`src/sv/dfr_pkg.sv`:
```
// Shared types and constants for the delimited frame receiver.
// No dependencies; every other file in the block imports this package.
package dfr_pkg;

    localparam int FrameCapacity = 64;
    localparam int ByteW         = 8;
    localparam int LenW          = 6;
    localparam int CmdDepth      = 2;

    localparam logic [ByteW-1:0] START_DELIM_RESET = 8'd60;
    localparam logic [ByteW-1:0] END_DELIM_RESET   = 8'd62;

    localparam logic OP_BYTE = 1'b0;
    localparam logic OP_READ = 1'b1;

    localparam logic REG_START_DELIM = 1'b0;
    localparam logic REG_END_DELIM   = 1'b1;

    typedef enum logic [1:0] {
        STATUS_NONE  = 2'd0,
        STATUS_DATA  = 2'd1,
        STATUS_EMPTY = 2'd2
    } status_t;

    typedef struct packed {
        status_t             status;
        logic [LenW-1:0]     length;
        logic                overflow;
    } read_cmd_t;

    typedef struct packed {
        logic [ByteW-1:0] start_delim;
        logic [ByteW-1:0] end_delim;
    } delim_cfg_t;

endpackage

```
`src/sv/dfr_front.sv`:
```
// Front end: accepts transactions, tracks the frame being received and
// writes payload bytes to the store. Depends on dfr_pkg.
module dfr_front #(
    parameter int FRAME_CAPACITY = dfr_pkg::FrameCapacity
) (
    input  logic                                   clk,
    input  logic                                   rst_n,
    input  dfr_pkg::delim_cfg_t                    cfg,
    input  logic                                   item_valid,
    output logic                                   item_ready,
    input  logic                                   opcode,
    input  logic [dfr_pkg::ByteW-1:0]              rx_byte,
    input  logic                                   store_busy,
    input  logic                                   cmd_full,
    output logic                                   cmd_push,
    output dfr_pkg::read_cmd_t                     cmd_data,
    output logic                                   wr_en,
    output logic [$clog2(FRAME_CAPACITY)-1:0]      wr_addr,
    output logic [dfr_pkg::ByteW-1:0]              wr_data
);
    import dfr_pkg::*;

    localparam int IdxW = $clog2(FRAME_CAPACITY);
    localparam logic [LenW-1:0] FILL_MAX = LenW'(FRAME_CAPACITY - 1);

    logic            in_frame_reg, in_frame_next;
    logic [LenW-1:0] fill_count_reg, fill_count_next;
    logic            fill_ovf_reg, fill_ovf_next;
    logic            frame_ready_reg, frame_ready_next;
    logic [LenW-1:0] ready_len_reg, ready_len_next;
    logic            ready_ovf_reg, ready_ovf_next;
    logic            byte_stores;
    logic            accept;

    assign byte_stores = in_frame_reg && (rx_byte != cfg.end_delim)
                         && (fill_count_reg < FILL_MAX);
    assign item_ready  = (opcode == OP_READ) ? !cmd_full : !(byte_stores && store_busy);
    assign accept      = item_valid && item_ready;
    assign cmd_push    = accept && (opcode == OP_READ);
    assign wr_addr     = fill_count_reg[IdxW-1:0];
    assign wr_data     = rx_byte;

    always_comb
    begin
        if (!frame_ready_reg)
        begin
            cmd_data.status   = STATUS_NONE;
            cmd_data.length   = '0;
            cmd_data.overflow = 1'b0;
        end
        else
        begin
            cmd_data.status   = (ready_len_reg == '0) ? STATUS_EMPTY : STATUS_DATA;
            cmd_data.length   = ready_len_reg;
            cmd_data.overflow = ready_ovf_reg;
        end
    end

    always_comb
    begin
        in_frame_next    = in_frame_reg;
        fill_count_next  = fill_count_reg;
        fill_ovf_next    = fill_ovf_reg;
        frame_ready_next = frame_ready_reg;
        ready_len_next   = ready_len_reg;
        ready_ovf_next   = ready_ovf_reg;
        wr_en            = 1'b0;
        if (accept)
        begin
            if (opcode == OP_BYTE)
            begin
                if (!in_frame_reg)
                begin
                    if (rx_byte == cfg.start_delim)
                    begin
                        in_frame_next = 1'b1;
                    end
                end
                else if (rx_byte == cfg.end_delim)
                begin
                    frame_ready_next = 1'b1;
                    ready_len_next   = fill_count_reg;
                    ready_ovf_next   = fill_ovf_reg;
                    in_frame_next    = 1'b0;
                    fill_count_next  = '0;
                    fill_ovf_next    = 1'b0;
                end
                else if (fill_count_reg < FILL_MAX)
                begin
                    wr_en           = 1'b1;
                    fill_count_next = fill_count_reg + 1'b1;
                end
                else
                begin
                    fill_ovf_next = 1'b1;
                end
            end
            else
            begin
                frame_ready_next = 1'b0;
            end
        end
    end

    always_ff @(posedge clk or negedge rst_n)
    begin
        if (!rst_n)
        begin
            in_frame_reg    <= 1'b0;
            fill_count_reg  <= '0;
            fill_ovf_reg    <= 1'b0;
            frame_ready_reg <= 1'b0;
            ready_len_reg   <= '0;
            ready_ovf_reg   <= 1'b0;
        end
        else
        begin
            in_frame_reg    <= in_frame_next;
            fill_count_reg  <= fill_count_next;
            fill_ovf_reg    <= fill_ovf_next;
            frame_ready_reg <= frame_ready_next;
            ready_len_reg   <= ready_len_next;
            ready_ovf_reg   <= ready_ovf_next;
        end
    end

    // The store must never change while a queued read still has bytes to fetch.
    a_no_write_when_busy: assert property (@(posedge clk) disable iff (!rst_n)
        wr_en |-> !store_busy)
        else $error("frame store written while a read is outstanding");

    a_fill_bounded: assert property (@(posedge clk) disable iff (!rst_n)
        fill_count_reg <= FILL_MAX)
        else $error("fill count beyond capacity");

    a_read_clears_ready: assert property (@(posedge clk) disable iff (!rst_n)
        cmd_push |=> !frame_ready_reg)
        else $error("frame still ready after a read");

endmodule

```
`src/sv/dfr_cmd_fifo.sv`:
```
// Short queue of read commands between the front and back ends.
// Depends on dfr_pkg; the depth is a power of two so the pointers wrap.
module dfr_cmd_fifo (
    input  logic               clk,
    input  logic               rst_n,
    input  logic               push,
    input  dfr_pkg::read_cmd_t din,
    input  logic               pop,
    output dfr_pkg::read_cmd_t dout,
    output logic               not_empty,
    output logic               full
);
    import dfr_pkg::*;

    localparam int PtrW = $clog2(CmdDepth);
    localparam int CntW = $clog2(CmdDepth + 1);

    read_cmd_t         entry_reg [CmdDepth];
    logic [PtrW-1:0]   wr_ptr_reg, wr_ptr_next;
    logic [PtrW-1:0]   rd_ptr_reg, rd_ptr_next;
    logic [CntW-1:0]   count_reg, count_next;

    assign dout      = entry_reg[rd_ptr_reg];
    assign not_empty = (count_reg != '0);
    assign full      = (count_reg == CntW'(CmdDepth));

    always_comb
    begin
        wr_ptr_next = push ? wr_ptr_reg + 1'b1 : wr_ptr_reg;
        rd_ptr_next = pop ? rd_ptr_reg + 1'b1 : rd_ptr_reg;
        count_next  = count_reg;
        if (push && !pop)
        begin
            count_next = count_reg + 1'b1;
        end
        else if (pop && !push)
        begin
            count_next = count_reg - 1'b1;
        end
    end

    always_ff @(posedge clk)
    begin
        if (push)
        begin
            entry_reg[wr_ptr_reg] <= din;
        end
    end

    always_ff @(posedge clk or negedge rst_n)
    begin
        if (!rst_n)
        begin
            wr_ptr_reg <= '0;
            rd_ptr_reg <= '0;
            count_reg  <= '0;
        end
        else
        begin
            wr_ptr_reg <= wr_ptr_next;
            rd_ptr_reg <= rd_ptr_next;
            count_reg  <= count_next;
        end
    end

    a_no_overrun: assert property (@(posedge clk) disable iff (!rst_n)
        full |-> !push || pop)
        else $error("command queue overrun");

    a_no_underrun: assert property (@(posedge clk) disable iff (!rst_n)
        pop |-> not_empty)
        else $error("command queue underrun");

    a_count_bounded: assert property (@(posedge clk) disable iff (!rst_n)
        count_reg <= CntW'(CmdDepth))
        else $error("command queue count out of range");

endmodule

```
`src/sv/dfr_back.sv`:
```
// Back end: holds the frame store and streams queued read commands out
// through a fetch stage and an output register. Depends on dfr_pkg.
module dfr_back #(
    parameter int FRAME_CAPACITY = dfr_pkg::FrameCapacity
) (
    input  logic                                clk,
    input  logic                                rst_n,
    input  logic                                wr_en,
    input  logic [$clog2(FRAME_CAPACITY)-1:0]   wr_addr,
    input  logic [dfr_pkg::ByteW-1:0]           wr_data,
    input  logic                                cmd_valid,
    input  dfr_pkg::read_cmd_t                  cmd,
    output logic                                cmd_pop,
    output logic                                result_valid,
    input  logic                                result_ready,
    output logic [1:0]                          status,
    output logic [dfr_pkg::ByteW-1:0]           data,
    output logic                                last,
    output logic [dfr_pkg::LenW-1:0]            frame_length,
    output logic                                overflow
);
    import dfr_pkg::*;

    localparam int IdxW = $clog2(FRAME_CAPACITY);

    logic [ByteW-1:0] store_mem [FRAME_CAPACITY];
    logic [ByteW-1:0] rd_data_reg;

    logic [IdxW-1:0]  idx_reg, idx_next;
    logic             head_last;
    logic             s1_load;
    logic             s1_move;

    logic             s1_valid_reg, s1_valid_next;
    status_t          s1_status_reg;
    logic             s1_last_reg;
    logic [LenW-1:0]  s1_len_reg;
    logic             s1_ovf_reg;

    logic             out_valid_reg, out_valid_next;
    status_t          out_status_reg;
    logic [ByteW-1:0] out_data_reg;
    logic             out_last_reg;
    logic [LenW-1:0]  out_len_reg;
    logic             out_ovf_reg;

    assign head_last = (cmd.status != STATUS_DATA)
                       || (LenW'(idx_reg) == LenW'(cmd.length - 1'b1));
    assign s1_move   = s1_valid_reg && (!out_valid_reg || result_ready);
    assign s1_load   = cmd_valid && (!s1_valid_reg || s1_move);
    assign cmd_pop   = s1_load && head_last;

    always_comb
    begin
        idx_next = idx_reg;
        if (s1_load)
        begin
            idx_next = head_last ? '0 : idx_reg + 1'b1;
        end
        s1_valid_next  = s1_load ? 1'b1 : (s1_move ? 1'b0 : s1_valid_reg);
        out_valid_next = s1_move ? 1'b1 : (result_ready ? 1'b0 : out_valid_reg);
    end

    always_ff @(posedge clk)
    begin
        if (wr_en)
        begin
            store_mem[wr_addr] <= wr_data;
        end
        if (s1_load)
        begin
            rd_data_reg <= store_mem[idx_reg];
        end
    end

    always_ff @(posedge clk)
    begin
        if (s1_load)
        begin
            s1_status_reg <= cmd.status;
            s1_last_reg   <= head_last;
            s1_len_reg    <= cmd.length;
            s1_ovf_reg    <= cmd.overflow;
        end
        if (s1_move)
        begin
            out_status_reg <= s1_status_reg;
            out_data_reg   <= (s1_status_reg == STATUS_DATA) ? rd_data_reg : '0;
            out_last_reg   <= s1_last_reg;
            out_len_reg    <= s1_len_reg;
            out_ovf_reg    <= s1_ovf_reg;
        end
    end

    always_ff @(posedge clk or negedge rst_n)
    begin
        if (!rst_n)
        begin
            idx_reg       <= '0;
            s1_valid_reg  <= 1'b0;
            out_valid_reg <= 1'b0;
        end
        else
        begin
            idx_reg       <= idx_next;
            s1_valid_reg  <= s1_valid_next;
            out_valid_reg <= out_valid_next;
        end
    end

    assign result_valid = out_valid_reg;
    assign status       = out_status_reg;
    assign data         = out_data_reg;
    assign last         = out_last_reg;
    assign frame_length = out_len_reg;
    assign overflow     = out_ovf_reg;

    a_none_result_clean: assert property (@(posedge clk) disable iff (!rst_n)
        out_valid_reg && (out_status_reg == STATUS_NONE)
        |-> out_last_reg && (out_len_reg == '0) && !out_ovf_reg && (out_data_reg == '0))
        else $error("malformed no-frame result");

    a_data_has_length: assert property (@(posedge clk) disable iff (!rst_n)
        out_valid_reg && (out_status_reg == STATUS_DATA) |-> out_len_reg != '0)
        else $error("data result with zero frame length");

    a_idx_in_frame: assert property (@(posedge clk) disable iff (!rst_n)
        cmd_valid && (cmd.status == STATUS_DATA) |-> LenW'(idx_reg) < cmd.length)
        else $error("read index beyond frame length");

endmodule

```
`src/sv/delimited_frame_receiver_top.sv`:
```
// Top level of the delimited frame receiver: configuration registers and
// the front end, command queue and back end. Depends on dfr_pkg.
//
// The item channel (item_valid/item_ready, opcode, rx_byte) carries either a
// received byte or a read request. A start delimiter opens a frame while
// idle; later bytes are stored until the end delimiter closes the frame and
// marks it ready. A read request yields one result transaction per stored
// byte, or a single empty-frame or no-frame transaction, on the result
// channel (result_valid/result_ready) with last set on the final one.
// Received bytes are taken one per cycle unless held as below. A read request
// passes the command queue, the fetch stage (registered store read) and the
// output register; with result_ready high a frame streams one byte per cycle.
// A payload byte that would be stored waits while a read is queued or still
// streaming; other transactions are unaffected. When the result side stalls,
// the output register and fetch stage hold, and up to two read requests
// queue before item_ready falls for further reads.
// After reset no frame is ready and the delimiters are '<' and '>'. They
// are written over the APB port at byte addresses 0 and 4.
module delimited_frame_receiver_top #(
    parameter int FRAME_CAPACITY = dfr_pkg::FrameCapacity
) (
    input  logic                        clk,
    input  logic                        rst_n,
    input  logic                        psel,
    input  logic                        penable,
    input  logic                        pwrite,
    input  logic [2:0]                  paddr,
    input  logic [31:0]                 pwdata,
    output logic [31:0]                 prdata,
    output logic                        pready,
    input  logic                        item_valid,
    output logic                        item_ready,
    input  logic                        opcode,
    input  logic [dfr_pkg::ByteW-1:0]   rx_byte,
    output logic                        result_valid,
    input  logic                        result_ready,
    output logic [1:0]                  status,
    output logic [dfr_pkg::ByteW-1:0]   data,
    output logic                        last,
    output logic [dfr_pkg::LenW-1:0]    frame_length,
    output logic                        overflow
);
    import dfr_pkg::*;

    localparam int IdxW = $clog2(FRAME_CAPACITY);

    delim_cfg_t      cfg_reg, cfg_next;
    logic            cfg_write;
    logic            store_busy;
    logic            cmd_full;
    logic            cmd_push;
    logic            cmd_pop;
    read_cmd_t       cmd_in;
    read_cmd_t       cmd_head;
    logic            wr_en;
    logic [IdxW-1:0] wr_addr;
    logic [ByteW-1:0] wr_data;

    assign pready    = 1'b1;
    assign cfg_write = psel && penable && pwrite;

    always_comb
    begin
        cfg_next = cfg_reg;
        if (cfg_write)
        begin
            case (paddr[2])
                REG_START_DELIM: cfg_next.start_delim = pwdata[ByteW-1:0];
                REG_END_DELIM:   cfg_next.end_delim   = pwdata[ByteW-1:0];
                default:         cfg_next = cfg_reg;
            endcase
        end
    end

    always_comb
    begin
        case (paddr[2])
            REG_START_DELIM: prdata = {{(32 - ByteW){1'b0}}, cfg_reg.start_delim};
            REG_END_DELIM:   prdata = {{(32 - ByteW){1'b0}}, cfg_reg.end_delim};
            default:         prdata = '0;
        endcase
    end

    always_ff @(posedge clk or negedge rst_n)
    begin
        if (!rst_n)
        begin
            cfg_reg.start_delim <= START_DELIM_RESET;
            cfg_reg.end_delim   <= END_DELIM_RESET;
        end
        else
        begin
            cfg_reg <= cfg_next;
        end
    end

    dfr_front #(
        .FRAME_CAPACITY (FRAME_CAPACITY)
    ) u_front (
        .clk        (clk),
        .rst_n      (rst_n),
        .cfg        (cfg_reg),
        .item_valid (item_valid),
        .item_ready (item_ready),
        .opcode     (opcode),
        .rx_byte    (rx_byte),
        .store_busy (store_busy),
        .cmd_full   (cmd_full),
        .cmd_push   (cmd_push),
        .cmd_data   (cmd_in),
        .wr_en      (wr_en),
        .wr_addr    (wr_addr),
        .wr_data    (wr_data)
    );

    dfr_cmd_fifo u_cmd_fifo (
        .clk       (clk),
        .rst_n     (rst_n),
        .push      (cmd_push),
        .din       (cmd_in),
        .pop       (cmd_pop),
        .dout      (cmd_head),
        .not_empty (store_busy),
        .full      (cmd_full)
    );

    dfr_back #(
        .FRAME_CAPACITY (FRAME_CAPACITY)
    ) u_back (
        .clk          (clk),
        .rst_n        (rst_n),
        .wr_en        (wr_en),
        .wr_addr      (wr_addr),
        .wr_data      (wr_data),
        .cmd_valid    (store_busy),
        .cmd          (cmd_head),
        .cmd_pop      (cmd_pop),
        .result_valid (result_valid),
        .result_ready (result_ready),
        .status       (status),
        .data         (data),
        .last         (last),
        .frame_length (frame_length),
        .overflow     (overflow)
    );

endmodule
```
`config.mk`:
```
export PLATFORM = sky130hd
export DESIGN_NAME = delimited_frame_receiver_top
export DESIGN_NICKNAME = d
export VERILOG_FILES = /design/src/sv/dfr_pkg.sv /design/src/sv/dfr_front.sv /design/src/sv/dfr_cmd_fifo.sv /design/src/sv/dfr_back.sv /design/src/sv/delimited_frame_receiver_top.sv
export SDC_FILE = /design/constraint.sdc
export NUM_CORES = 1
export LEC_CHECK = 0
export BUFFER_PORTS_ARGS = -buffer_cell sky130_fd_sc_hd__buf_2
export CAP_MARGIN = 20
export CORE_MARGIN = 2
export CORE_UTILIZATION = 40
export CTS_CLUSTER_DIAMETER = 150
export DETAILED_ROUTE_END_ITERATION = 7
export PLACE_DENSITY_LB_ADDON = 0.1
export SLEW_MARGIN = 40
export SYNTH_ARGS = -nofsm -noshare
export SYNTH_HDL_FRONTEND = slang
export SYNTH_SLANG_ARGS = --single-unit
```
`constraint.sdc`:
```
create_clock -name clk -period 5.4 [get_ports clk]
set_input_delay 0.27 -clock clk [delete_from_list [all_inputs] [get_ports clk]]
set_output_delay 0.27 -clock clk [all_outputs]
set_load 0.02 [all_outputs]
```
==> results.yml, run 1 <==
status:
  run_status: "complete, no violations"
place:
  dpl.hpwl_mm: 33.8
  numPortBuffers: 52
  gp_routability_congestion: 0.777
routing:
  final_antenna_violating_net_count: 0
  drt_wl_total_mm: 56.3
  routed_wl_per_cell_um: 26.3
  drt_iter0_drc: 927
  post_drt_via_cell_ratio: 5.35
  detailroute.via_count: 11486
  post-route-drc-count: 0
  count_of_tritonroute_iterations_in_the_first_routing_pass: 7
power:
  peakVddDrop_v: 0.000216
  power_per_cell_area_mw_per_mm2: 440
  power.leakage_nw: 8.89
logic_synthesis:
  synth_top_family_by_area: "multiplexers"
  synth-edff-count: 566
  post_synth_num_cell_types: 55
  main_flop_type_after_synthesis: "sky130_fd_sc_hd__edfxtp_1"
  synthArstFlopShare: 0.0721
  synthCells: 1203
  synth_area_per_cell_sq_um: 20.2
  proportion_of_synthesized_chip_area_in_sequential_cells: 0.745
  mappedNetlistArea_sq_mm: 0.0243
  yosys.area_share.xor_xnor: 0.0104
  compound_gate_portion_of_the_synthesized_area: 0.0204
  synth-adder-area-share: 0.00206
  synth_warnings: 0
  synth_seq_cells: 610
  synthMuxAreaShare: 0.161
  synth_simple_gate_area_frac: 0.0395
final_layout:
  area_growth_pct: 14.5
  final_cell_mix: "sky130_fd_sc_hd__edfxtp_1, sky130_fd_sc_hd__mux4_2, sky130_fd_sc_hd__clkbuf_16"
  n_antenna_cell: 0
  flip_flop_count_of_the_largest_register_all_copies_and_words_added: 512
  multi_input_area_sq_mm: 0.00586
  layout_commonest_cell: "sky130_fd_sc_hd__edfxtp_1"
  register_area_sq_mm: 0.0181
  fin_nets: 1366
  layout_cells_sized_above_1: 0.304
  n_fill_cell: 5014
global_routing:
  grt_util_all_layers: 0.183
  via_count_of_the_first_global_routing_pass: 11800
  grt_remaining_overflow: 0
  grt_max_degree: 66
  grt_antenna_before_repair: 2
  grt_pass1_wl_mm: 82.0
clocking:
  hold_buffers: 12
  postCtsResizedCells: 0
  cts.repair_timing.setup_buffer_count: 0
  clock_h_tree_levels: 3
  clkSinkCount: 610
  clock_pin_slew_on_the_worst_setup_and_hold_paths_ns: 0.06
  cts-buffers-inserted: 68
  ctsRootBufferMaster: "sky130_fd_sc_hd__clkbuf_16"
  worstSkewPairLatency_ns: 0.60
  clock_tree_from_tritoncts: "built"
  clock_path_buffers: 3
timing:
  tns_ns: 0
  worst_slew_margin: 0.443
  fin_skew_ns: 0.0220
  hold_violations: 0
  final.hold.worst_slack_ns: 0.0919
  rsz_0062_raised_after_global_routing: "false"
  worst_pin_slew_ns: 0.833
  layout_min_cycle_time_ns: 3.59
  fmax_ghz: 0.279
  fin_crit_sh: 0.664
  report.final.slew_viol_count: 0
  timing.final.setup_violations: 0
die:
  io_pins: 104
  die_y_um: 251
  start_util: 0.404
  floorplan.core_area_sq_mm: 0.0602
  die_w_um: 251
  floorplan.rows: 90
  design.die.area_sq_mm: 0.0628
hold_path:
  hold_path_class: "in -> reg"
critical_path:
  timing.critical_path.to_type: "register"
  cp.arrival_ns: 3.80
  cp-start-kind: "register"
  worstPathRequired_ns: 5.61
  cp_max_fo: 9
  timing.setup.critical_path_class: "reg -> reg"
run:
  drv_cap: 0
[cell type report]
type | instances | area share
clock buffer | 90 | 0.0679
clock inverter | 32 | 0.00796
inverter | 10 | 0.00135
multi-input combinational | 521 | 0.211
sequential | 610 | 0.651
tap | 782 | 0.0352
timing repair buffer | 100 | 0.0260
[metrics by stage]
step	power [W]	worst slack, ns	area, sq um	std cells	utilization
after floorplan	0.00722	2.67	24400	1226	-
after global placement	0.00797	1.47	25400	2007	0.422
after detailed placement	0.00797	1.49	25500	2009	0.423
after CTS	0.0124	1.49	27700	2143	0.460
after global routing	0.0127	1.61	27800	2145	0.462
final	0.0122	1.81	27800	2145	0.462
[critical path, stage by stage, from the launching register on]
cell and delay, ns:
sky130_fd_sc_hd__dfstp_2 0.54, sky130_fd_sc_hd__xnor2_1 0.09, sky130_fd_sc_hd__nand4_1 0.17, sky130_fd_sc_hd__nor2_1 0.19, sky130_fd_sc_hd__nor3_1 0.64, sky130_fd_sc_hd__nand2_1 0.72, sky130_fd_sc_hd__nor2_1 0.86
[cell usage after synthesis (all sizes together) (5+ instances only)]
library cell / instances / area share
dfstp: 9 / 0.0097
a22o: 6 / 0.0022
nor2b: 16 / 0.0041
nor2: 80 / 0.012
a21oi: 15 / 0.0031
inv: 9 / 0.0014
clkbuf: 25 / 0.0039
dfrtp: 35 / 0.036
buf: 60 / 0.016
nand4: 6 / 0.0015
edfxtp: 566 / 0.70
a22oi: 8 / 0.0025
nand3b: 5 / 0.0015
o21ai: 13 / 0.0027
a211oi: 12 / 0.0037
and2: 19 / 0.0049
xor2: 7 / 0.0025
mux2: 36 / 0.017
nand2b: 5 / 0.0013
mux4: 149 / 0.14
xnor2: 22 / 0.0079
mux2i: 16 / 0.0066
nand2: 20 / 0.0031
nand3: 12 / 0.0027
[where the power goes]
group          internal [W]  switching [W]  total [W]
clock               0.00260        0.00180    0.00440
combinational       0.00102        0.00120    0.00222
sequential          0.00544       0.000197    0.00564
total               0.00906        0.00319     0.0122
[layer usage]
metal	vias up	track usage	wire, um
met4	2	0.0590	1290
met3	83	0.0383	2850
li1	5060	-	-
met2	258	0.290	27100
met1	6083	0.254	25000
met5	-	0	13
[path summary, 6_finish.rpt]
| path | from | to | slack (ns) | cells past startpoint |
|---|---|---|---|---|
| max | cfg_reg[4]$_DFFE_PN1P_ | u_back.store_mem[63][4]$_DFFE_PP_ | 1.81 | 6 |
| min | item_valid | u_cmd_fifo.wr_ptr_reg$_DFFE_PN0P_ | 0.09 | 3 |
| max reg2reg | cfg_reg[4]$_DFFE_PN1P_ | u_back.store_mem[63][4]$_DFFE_PP_ | 1.81 | 6 |
| min reg2reg | u_back.s1_len_reg[4]$_DFFE_PP_ | u_back.frame_length[4]$_DFFE_PP_ | 0.42 | 0 |
| max in group asynchronous | rst_n | u_back.idx_reg[1]$_DFFE_PN0P_ | 4.70 | 2 |
| min in group asynchronous | rst_n | cfg_reg[0]$_DFFE_PN0P_ | 0.25 | 2 |
[cells by family (layout without fill, tap and decap cells)]
kind of cell / after synthesis / after routing
compound gates: 73 / 73
xor+xnor: 29 / 29
fa+ha+maj: 4 / 4
buf+inv: 95 / 232
flops: 610 / 610
mux: 201 / 201
other cells: 2 / 25
simple gates: 189 / 189
Power figures use the tool's default switching activity.
==> run 2, diff against run 1 <==
ABC_AREA = 1   (was default)
clock period = 3.18 ns   (was 5.4 ns; I/O delays follow)
==> run 2 against run 1 <==
Compared with the run above: global-route usage increased by 2.7 points; synthesized cell count increased by 70%; flip-flop and latch count unchanged; sequential share of layout area decreased by 2.7 points; clock skew increased by 0.0067 ns; cell area increased by 4.3%; via count increased by 40%; sequential power increased by 71%; critical path depth increased by 3; non-clock buffer count increased by 88; setup slack got worse by 1.6 ns; worst hold slack got worse by 0.043 ns; critical path type unchanged; critical endpoint is now u_back.store_mem[41][1]$_DFFE_PP_.
==> results.yml, run 2 <==
die:
  floorplan.core_area_sq_mm: 0.0619
  die_w_um: 255
  floorplan.rows: 91
  start_util: 0.406
  io_pins: 104
  die_y_um: 255
  design.die.area_sq_mm: 0.0648
power:
  seq_power_share: 0.421
  peakVddDrop_v: 0.000556
  p_switching_w: 0.00758
  power.leakage_nw: 10.1
  clock_power_share: 0.326
  power_per_cell_area_mw_per_mm2: 789
  internal_power_w: 0.0153
  pwr-share-comb: 0.254
  power.share.switching: 0.331
critical_path:
  r2r-end: "u_back.store_mem[41][1]$_DFFE_PP_"
  cp_max_fo: 9
  rr_startpoint: "u_front.wr_addr[1]$_DFFE_PN0P_"
  ff2ff_setup_slack_ns: 0.25
  timing.setup.critical_path_class: "reg -> reg"
  timing.critical_path.to_type: "register"
  cp-start-kind: "register"
  worstPathRequired_ns: 3.48
  critPathLaunch: "u_front.wr_addr[1]$_DFFE_PN0P_"
  critPathCapture: "u_back.store_mem[41][1]$_DFFE_PP_"
  cp.arrival_ns: 3.23
  worst-r2r-cell-count: 9
routing:
  post_drt_via_cell_ratio: 5.26
  detailroute.via_count: 16136
  count_of_tritonroute_iterations_in_the_first_routing_pass: 7
  final_antenna_violating_net_count: 0
  drt_iter0_drc: 1273
  post-route-drc-count: 0
  drt_wl_total_mm: 67.0
  routed_wl_per_cell_um: 21.9
timing:
  report.final.slew_viol_count: 0
  rsz_0062_raised_after_global_routing: "false"
  worst_slew_margin: 0.425
  timing.final.setup_violations: 0
  fmax_ghz: 0.341
  hold_violations: 0
  fin_crit_sh: 0.921
  worst_pin_slew_ns: 0.860
  layout_setup_ws_ns: 0.250
  layout_min_cycle_time_ns: 2.93
  fin_skew_ns: 0.0288
  tns_ns: 0
logic_synthesis:
  mappedNetlistArea_sq_mm: 0.0251
  synth_warnings: 0
  synthArstFlopShare: 0.0721
  yosysMostFrequentCell: "sky130_fd_sc_hd__edfxtp_1"
  synth_seq_cells: 610
  synth-edff-count: 566
  post_synth_num_cell_types: 45
  proportion_of_synthesized_chip_area_in_sequential_cells: 0.721
  main_flop_type_after_synthesis: "sky130_fd_sc_hd__edfxtp_1"
  synth_area_per_cell_sq_um: 12.3
  synthDominantCellAreaShare: 0.676
  synthCells: 2045
  synth.top_cells.by_area: "sky130_fd_sc_hd__edfxtp_1, sky130_fd_sc_hd__o21ai_0, sky130_fd_sc_hd__nor2_1, sky130_fd_sc_hd__dfrtp_1, sky130_fd_sc_hd__nand2_1"
  synth.largest_area_cell: "sky130_fd_sc_hd__edfxtp_1"
  synth_common_cells: "sky130_fd_sc_hd__edfxtp_1, sky130_fd_sc_hd__nor2_1, sky130_fd_sc_hd__o21ai_0, sky130_fd_sc_hd__nand2_1, sky130_fd_sc_hd__nand3_1"
final_layout:
  fin_cells: 3066
  flip_flop_count_of_the_largest_register_all_copies_and_words_added: 512
  area_growth_pct: 15.5
  finalCoreUtilization: 0.468
  final_cell_mix: "sky130_fd_sc_hd__edfxtp_1, sky130_fd_sc_hd__nor2_1, sky130_fd_sc_hd__o21ai_0"
  layout_commonest_cell: "sky130_fd_sc_hd__edfxtp_1"
  fin_nets: 2236
  layout_cells_sized_above_1: 0.141
  n_antenna_cell: 0
global_routing:
  via_count_of_the_first_global_routing_pass: 15996
  grt_antenna_before_repair: 0
  grt_pass1_wl_mm: 100
  grt_util_all_layers: 0.210
  grt_max_degree: 133
  grt_remaining_overflow: 0
clocking:
  clkSinkCount: 610
  ctsRootBufferMaster: "sky130_fd_sc_hd__clkbuf_16"
  clock_path_buffers: 3
  clock_h_tree_levels: 3
  clock_pin_slew_on_the_worst_setup_and_hold_paths_ns: 0.06
  postCtsResizedCells: 0
  cts-buffers-inserted: 67
  worstSkewPairLatency_ns: 0.60
  clock_tree_from_tritoncts: "built"
status:
  run_status: "complete, no violations"
place:
  numPortBuffers: 52
  gp_routability_congestion: 0.814
  pre_cts_ws_ns: 0.326
  dp.cells: 2934
  dpl.hpwl_mm: 40.0
hold_path:
  hold_path_class: "in -> async"
run:
  drv_cap: 0
-- run 2: cell types whose count changed after synthesis, moves of 27 or more --
| cell | previous run | this run |
|---|---|---|
| sky130_fd_sc_hd__nand3_1 | 11 | 99 |
| sky130_fd_sc_hd__o221ai_1 | 0 | 30 |
| sky130_fd_sc_hd__nor3_1 | 3 | 43 |
| sky130_fd_sc_hd__o22ai_1 | 0 | 61 |
| sky130_fd_sc_hd__o21ai_0 | 12 | 291 |
| sky130_fd_sc_hd__nand2_1 | 20 | 172 |
| sky130_fd_sc_hd__mux2_2 | 36 | 0 |
| sky130_fd_sc_hd__mux4_2 | 149 | 0 |
| sky130_fd_sc_hd__inv_1 | 9 | 71 |
| sky130_fd_sc_hd__clkbuf_1 | 25 | 64 |
| sky130_fd_sc_hd__a21oi_1 | 15 | 42 |
| sky130_fd_sc_hd__o211ai_1 | 2 | 35 |
| sky130_fd_sc_hd__nor2_1 | 80 | 365 |
-- run 2: worst max-delay path: stages (launching register included) --
cell and delay, ns:
sky130_fd_sc_hd__dfrtp_1 0.46, sky130_fd_sc_hd__ha_1 0.24, sky130_fd_sc_hd__nand2_1 0.09, sky130_fd_sc_hd__inv_1 0.06, sky130_fd_sc_hd__nand2_2 0.14, sky130_fd_sc_hd__nand4_4 0.13, sky130_fd_sc_hd__nor3_4 0.32, sky130_fd_sc_hd__nand3_1 0.48
sky130_fd_sc_hd__nor2_1 0.48, sky130_fd_sc_hd__buf_4 0.23
-- run 2: metrics by stage --
step | power (W) | instance area (sq um) | hold slack (ns)
after floorplan | 0.0125 | 25200 | -0.137
after global placement | 0.0155 | 26700 | 0.283
after detailed placement | 0.0156 | 26800 | 0.297
after CTS | 0.0231 | 29000 | 0.0669
after global routing | 0.0240 | 29000 | 0.0734
final | 0.0229 | 29000 | 0.0490
-- run 2: how the worst min path moves through the flow --
stage | startpoint | end | slack [ns] | cells after the start
2_1_floorplan | rst_n | cfg_reg[0]$_DFFE_PN0P_ | -0.14 | 0
3_3_place_gp | rst_n | u_back.s1_valid_reg$_DFFE_PN0P_ | 0.28 | 1
3_5_place_dp | rst_n | u_back.s1_valid_reg$_DFFE_PN0P_ | 0.30 | 1
4_1_cts | rx_byte[1] | u_front.in_frame_reg$_DFFE_PN0P_ | 0.07 | 6
5_1_grt | rx_byte[2] | u_back.store_mem[22][2]$_DFFE_PP_ | 0.07 | 2
6_report | rst_n | u_back.result_valid$_DFFE_PN0P_ | 0.05 | 2
-- run 2: what timing repair did --
item,in CTS,in global routing
buffers inserted,0,0
endpoints found under the hold margin,49,0
hold buffers,13,0
-- run 2: kinds of logic after synthesis --
kind of cell	count (synthesis)	synth area share
and+or+nand+nor	707	0.119
AOI/OAI and AO/OA	480	0.107
adders and majority gates	4	0.00199
other	2	0.000299
xor gates and xnor gates	18	0.00627
DFF	610	0.721
buffers and inverters	224	0.0445
-- run 2: layout make-up --
cell class | instances | area (sq um)
multi-input cells | 1234 | 6000
flip-flops and latches | 610 | 18100
fillers | 5716 | 32900
repair buffers | 188 | 1460
clock buffers | 83 | 1850
clock inverters | 34 | 236
well taps | 837 | 1050
inverters | 80 | 308
-- run 2: power by group through the flow --
stage	clock [W]	sequential [W]	combinational [W]
2_1_floorplan	0	0.00970	0.00282
5_1_grt	0.00791	0.00968	0.00642
6_report	0.00746	0.00963	0.00580
3_5_place_dp	0	0.00980	0.00577
4_1_cts	0.00763	0.00963	0.00582
3_3_place_gp	0	0.00978	0.00573
-- run 2: metal layers --
layer | vias to the layer above | share of wire | GRT usage
met5 | - | 0 | 0
met4 | 0 | 0.028 | 0.0647
met3 | 109 | 0.062 | 0.0436
met2 | 459 | 0.47 | 0.329
li1 | 7630 | - | -
met1 | 7938 | 0.45 | 0.294
==> run 3, diff against run 2 <==
==> constraint.sdc (replaced) <==
create_clock -name clk -period 3.18 [get_ports clk]
set_input_delay 0.318 -clock clk [delete_from_list [all_inputs] [get_ports clk]]
set_output_delay 0.318 -clock clk [all_outputs]
set_load 0.02 [all_outputs]
==> run 3 against run 2 <==
Compared with the run above: maximum frequency rose by 2.3%; sequential power barely moved; flip-flop and latch count did not move; core utilization fell by 0.13 points; final cell count barely moved; total power fell by 0.37%; sequential share of layout area rose by 0.18 points; register-to-register slack improved by 0.07 ns; cell area fell by 0.28%; critical path depth did not move; non-clock buffer count rose by 1; first-iteration DRC count rose by 14%.
==> results.yml, run 3 (synthesized netlist as in run 2, its figures left out) <==
status:
  run_status: "complete, no violations"
timing:
  worst_slew_margin: 0.423
  layout_min_cycle_time_ns: 2.86
  tns_ns: 0
  rsz_0062_raised_after_global_routing: "false"
  timing.final.setup_violations: 0
  worst_pin_slew_ns: 0.863
  hold_violations: 0
  fmax_ghz: 0.349
  report.final.slew_viol_count: 0
  fin_skew_ns: 0.0255
  fin_crit_sh: 0.900
routing:
  met3_length_mm: 3.66
  top_layer: "met4"
  m1WireLength_mm: 30.3
  final_antenna_violating_net_count: 0
  route.met2.wl_mm: 31.1
  routed_wl_per_cell_um: 21.8
  drt_wl_total_mm: 66.7
  detailroute.via_count: 16228
  post_drt_via_cell_ratio: 5.29
  post-route-drc-count: 0
  drt_iter0_drc: 1445
  count_of_tritonroute_iterations_in_the_first_routing_pass: 6
final_layout:
  layout_commonest_cell: "sky130_fd_sc_hd__edfxtp_1"
  n_fill_cell: 5700
  flip_flop_count_of_the_largest_register_all_copies_and_words_added: 512
  n_antenna_cell: 0
  area_growth_pct: 15.2
  final_cell_mix: "sky130_fd_sc_hd__edfxtp_1, sky130_fd_sc_hd__nor2_1, sky130_fd_sc_hd__o21ai_0"
  stdcell_area_sq_mm: 0.0289
  fin_nets: 2238
  fin_cells: 3067
  layout_cells_sized_above_1: 0.138
clocking:
  ctsRootBufferMaster: "sky130_fd_sc_hd__clkbuf_16"
  clock_pin_slew_on_the_worst_setup_and_hold_paths_ns: 0.06
  clkSinkCount: 610
  worstSkewPairLatency_ns: 0.60
  clock_tree_from_tritoncts: "built"
  cts.repair_timing.setup_buffer_count: 0
  cts-buffers-inserted: 68
  clock_path_buffers: 3
  clock_h_tree_levels: 3
critical_path:
  slowest_stage_delay_cp_ns: 0.60
  path_buf_inv: 2
  critPathMostFrequentCell: "sky130_fd_sc_hd__nand2_1"
  timing.setup.critical_path_class: "reg -> reg"
  cp_max_fo: 9
  cp-start-kind: "register"
  worstPathRequired_ns: 3.47
  crit_slowest_cell: "sky130_fd_sc_hd__nand2_1"
  timing.critical_path.cells: "ha_1 > nand2_1 > inv_1 > nand2_2 > nand4_4 > nor3_4 > nand2_1 > nor2_1 > buf_4"
  critical-path-top-delay-family: "simple AND/OR/NAND/NOR gates"
  timing.critical_path.to_type: "register"
  cp.arrival_ns: 3.16
global_routing:
  grt_antenna_before_repair: 0
  grt_max_degree: 76
  grt_remaining_overflow: 0
  grt_pass1_wl_mm: 98.9
  grt_util_all_layers: 0.207
  via_count_of_the_first_global_routing_pass: 15545
place:
  detailed_place.area_sq_mm: 0.0268
  dpl.hpwl_mm: 40.0
  numPortBuffers: 52
  dp.cells: 2939
  gp_routability_congestion: 0.807
die:
  start_util: 0.406
  die_y_um: 255
  design.die.area_sq_mm: 0.0648
  io_pins: 104
  floorplan.rows: 91
  floorplan.core_area_sq_mm: 0.0619
  die_w_um: 255
power:
  total_power_w: 0.0228
  power.leakage_nw: 10.1
  peakVddDrop_v: 0.000409
  power_per_cell_area_mw_per_mm2: 788
hold_path:
  hold_path_class: "in -> reg"
run:
  drv_cap: 0
==> run 3: timing repair <==
item	in CTS	in global routing
hold endpoints to repair	45	0
resized for setup	0	1
setup endpoints to repair	0	297
hold buffers	11	0
==> run 3: layer usage <==
metal,GRT usage,up-vias
li1,-,7641
met1,0.296,8056
met2,0.327,435
met3,0.0334,96
met4,0.0627,0
met5,0,-
==> run 3: through the flow <==
step	hold slack [ns]	util	setup WS [ns]
5_1_grt	0.0785	0.467	0.0943
3_3_place_gp	0.411	0.432	0.354
4_1_cts	0.0497	0.467	0.327
6_report	0.0767	0.467	0.317
3_5_place_dp	0.406	0.433	0.350
2_1_floorplan	0.0224	-	0.753
==> run 3: worst min-delay path: cells and delay by family <==
| family | cells | cell delay [ns] |
|---|---|---|
| AND/OR/NAND/NOR | 1 | 0.10 |
| buffers and inverters | 1 | 0.14 |
| AO/OA/AOI/OAI | 1 | 0.07 |
==> run 3: where the power goes <==
group / leakage [nW] / internal, W / switching (W) / total [W]
clock: 0.994 / 0.00423 / 0.00306 / 0.00728
combinational: 3.46 / 0.00174 / 0.00412 / 0.00585
sequential: 5.65 / 0.00930 / 0.000367 / 0.00966
==> run 3: final timing paths <==
check | from | endpoint | slack (ns) | cells after the start
max | u_front.wr_addr[1]$_DFFE_PN0P_ | u_back.store_mem[15][5]$_DFFE_PP_ | 0.32 | 9
min | item_valid | u_front.frame_ready_reg$_DFFE_PN0P_ | 0.08 | 3
max reg2reg | u_front.wr_addr[1]$_DFFE_PN0P_ | u_back.store_mem[15][5]$_DFFE_PP_ | 0.32 | 9
min reg2reg | u_back.s1_len_reg[0]$_DFFE_PP_ | u_back.frame_length[0]$_DFFE_PP_ | 0.42 | 0
max in group asynchronous | rst_n | cfg_reg[1]$_DFFE_PN1P_ | 2.34 | 3
min in group asynchronous | rst_n | u_back.s1_valid_reg$_DFFE_PN0P_ | 0.21 | 2
==> run 3: cell type report <==
| type | instances | area (sq um) | area share |
|---|---|---|---|
| flip-flops and latches | 610 | 18100 | 0.626 |
| clock buffers | 90 | 1850 | 0.0639 |
| well taps | 837 | 1050 | 0.0362 |
| multi-input cells | 1234 | 6000 | 0.208 |
| inverters | 80 | 310 | 0.0107 |
| clock inverters | 27 | 173 | 0.00597 |
| repair buffers | 189 | 1440 | 0.0496 |
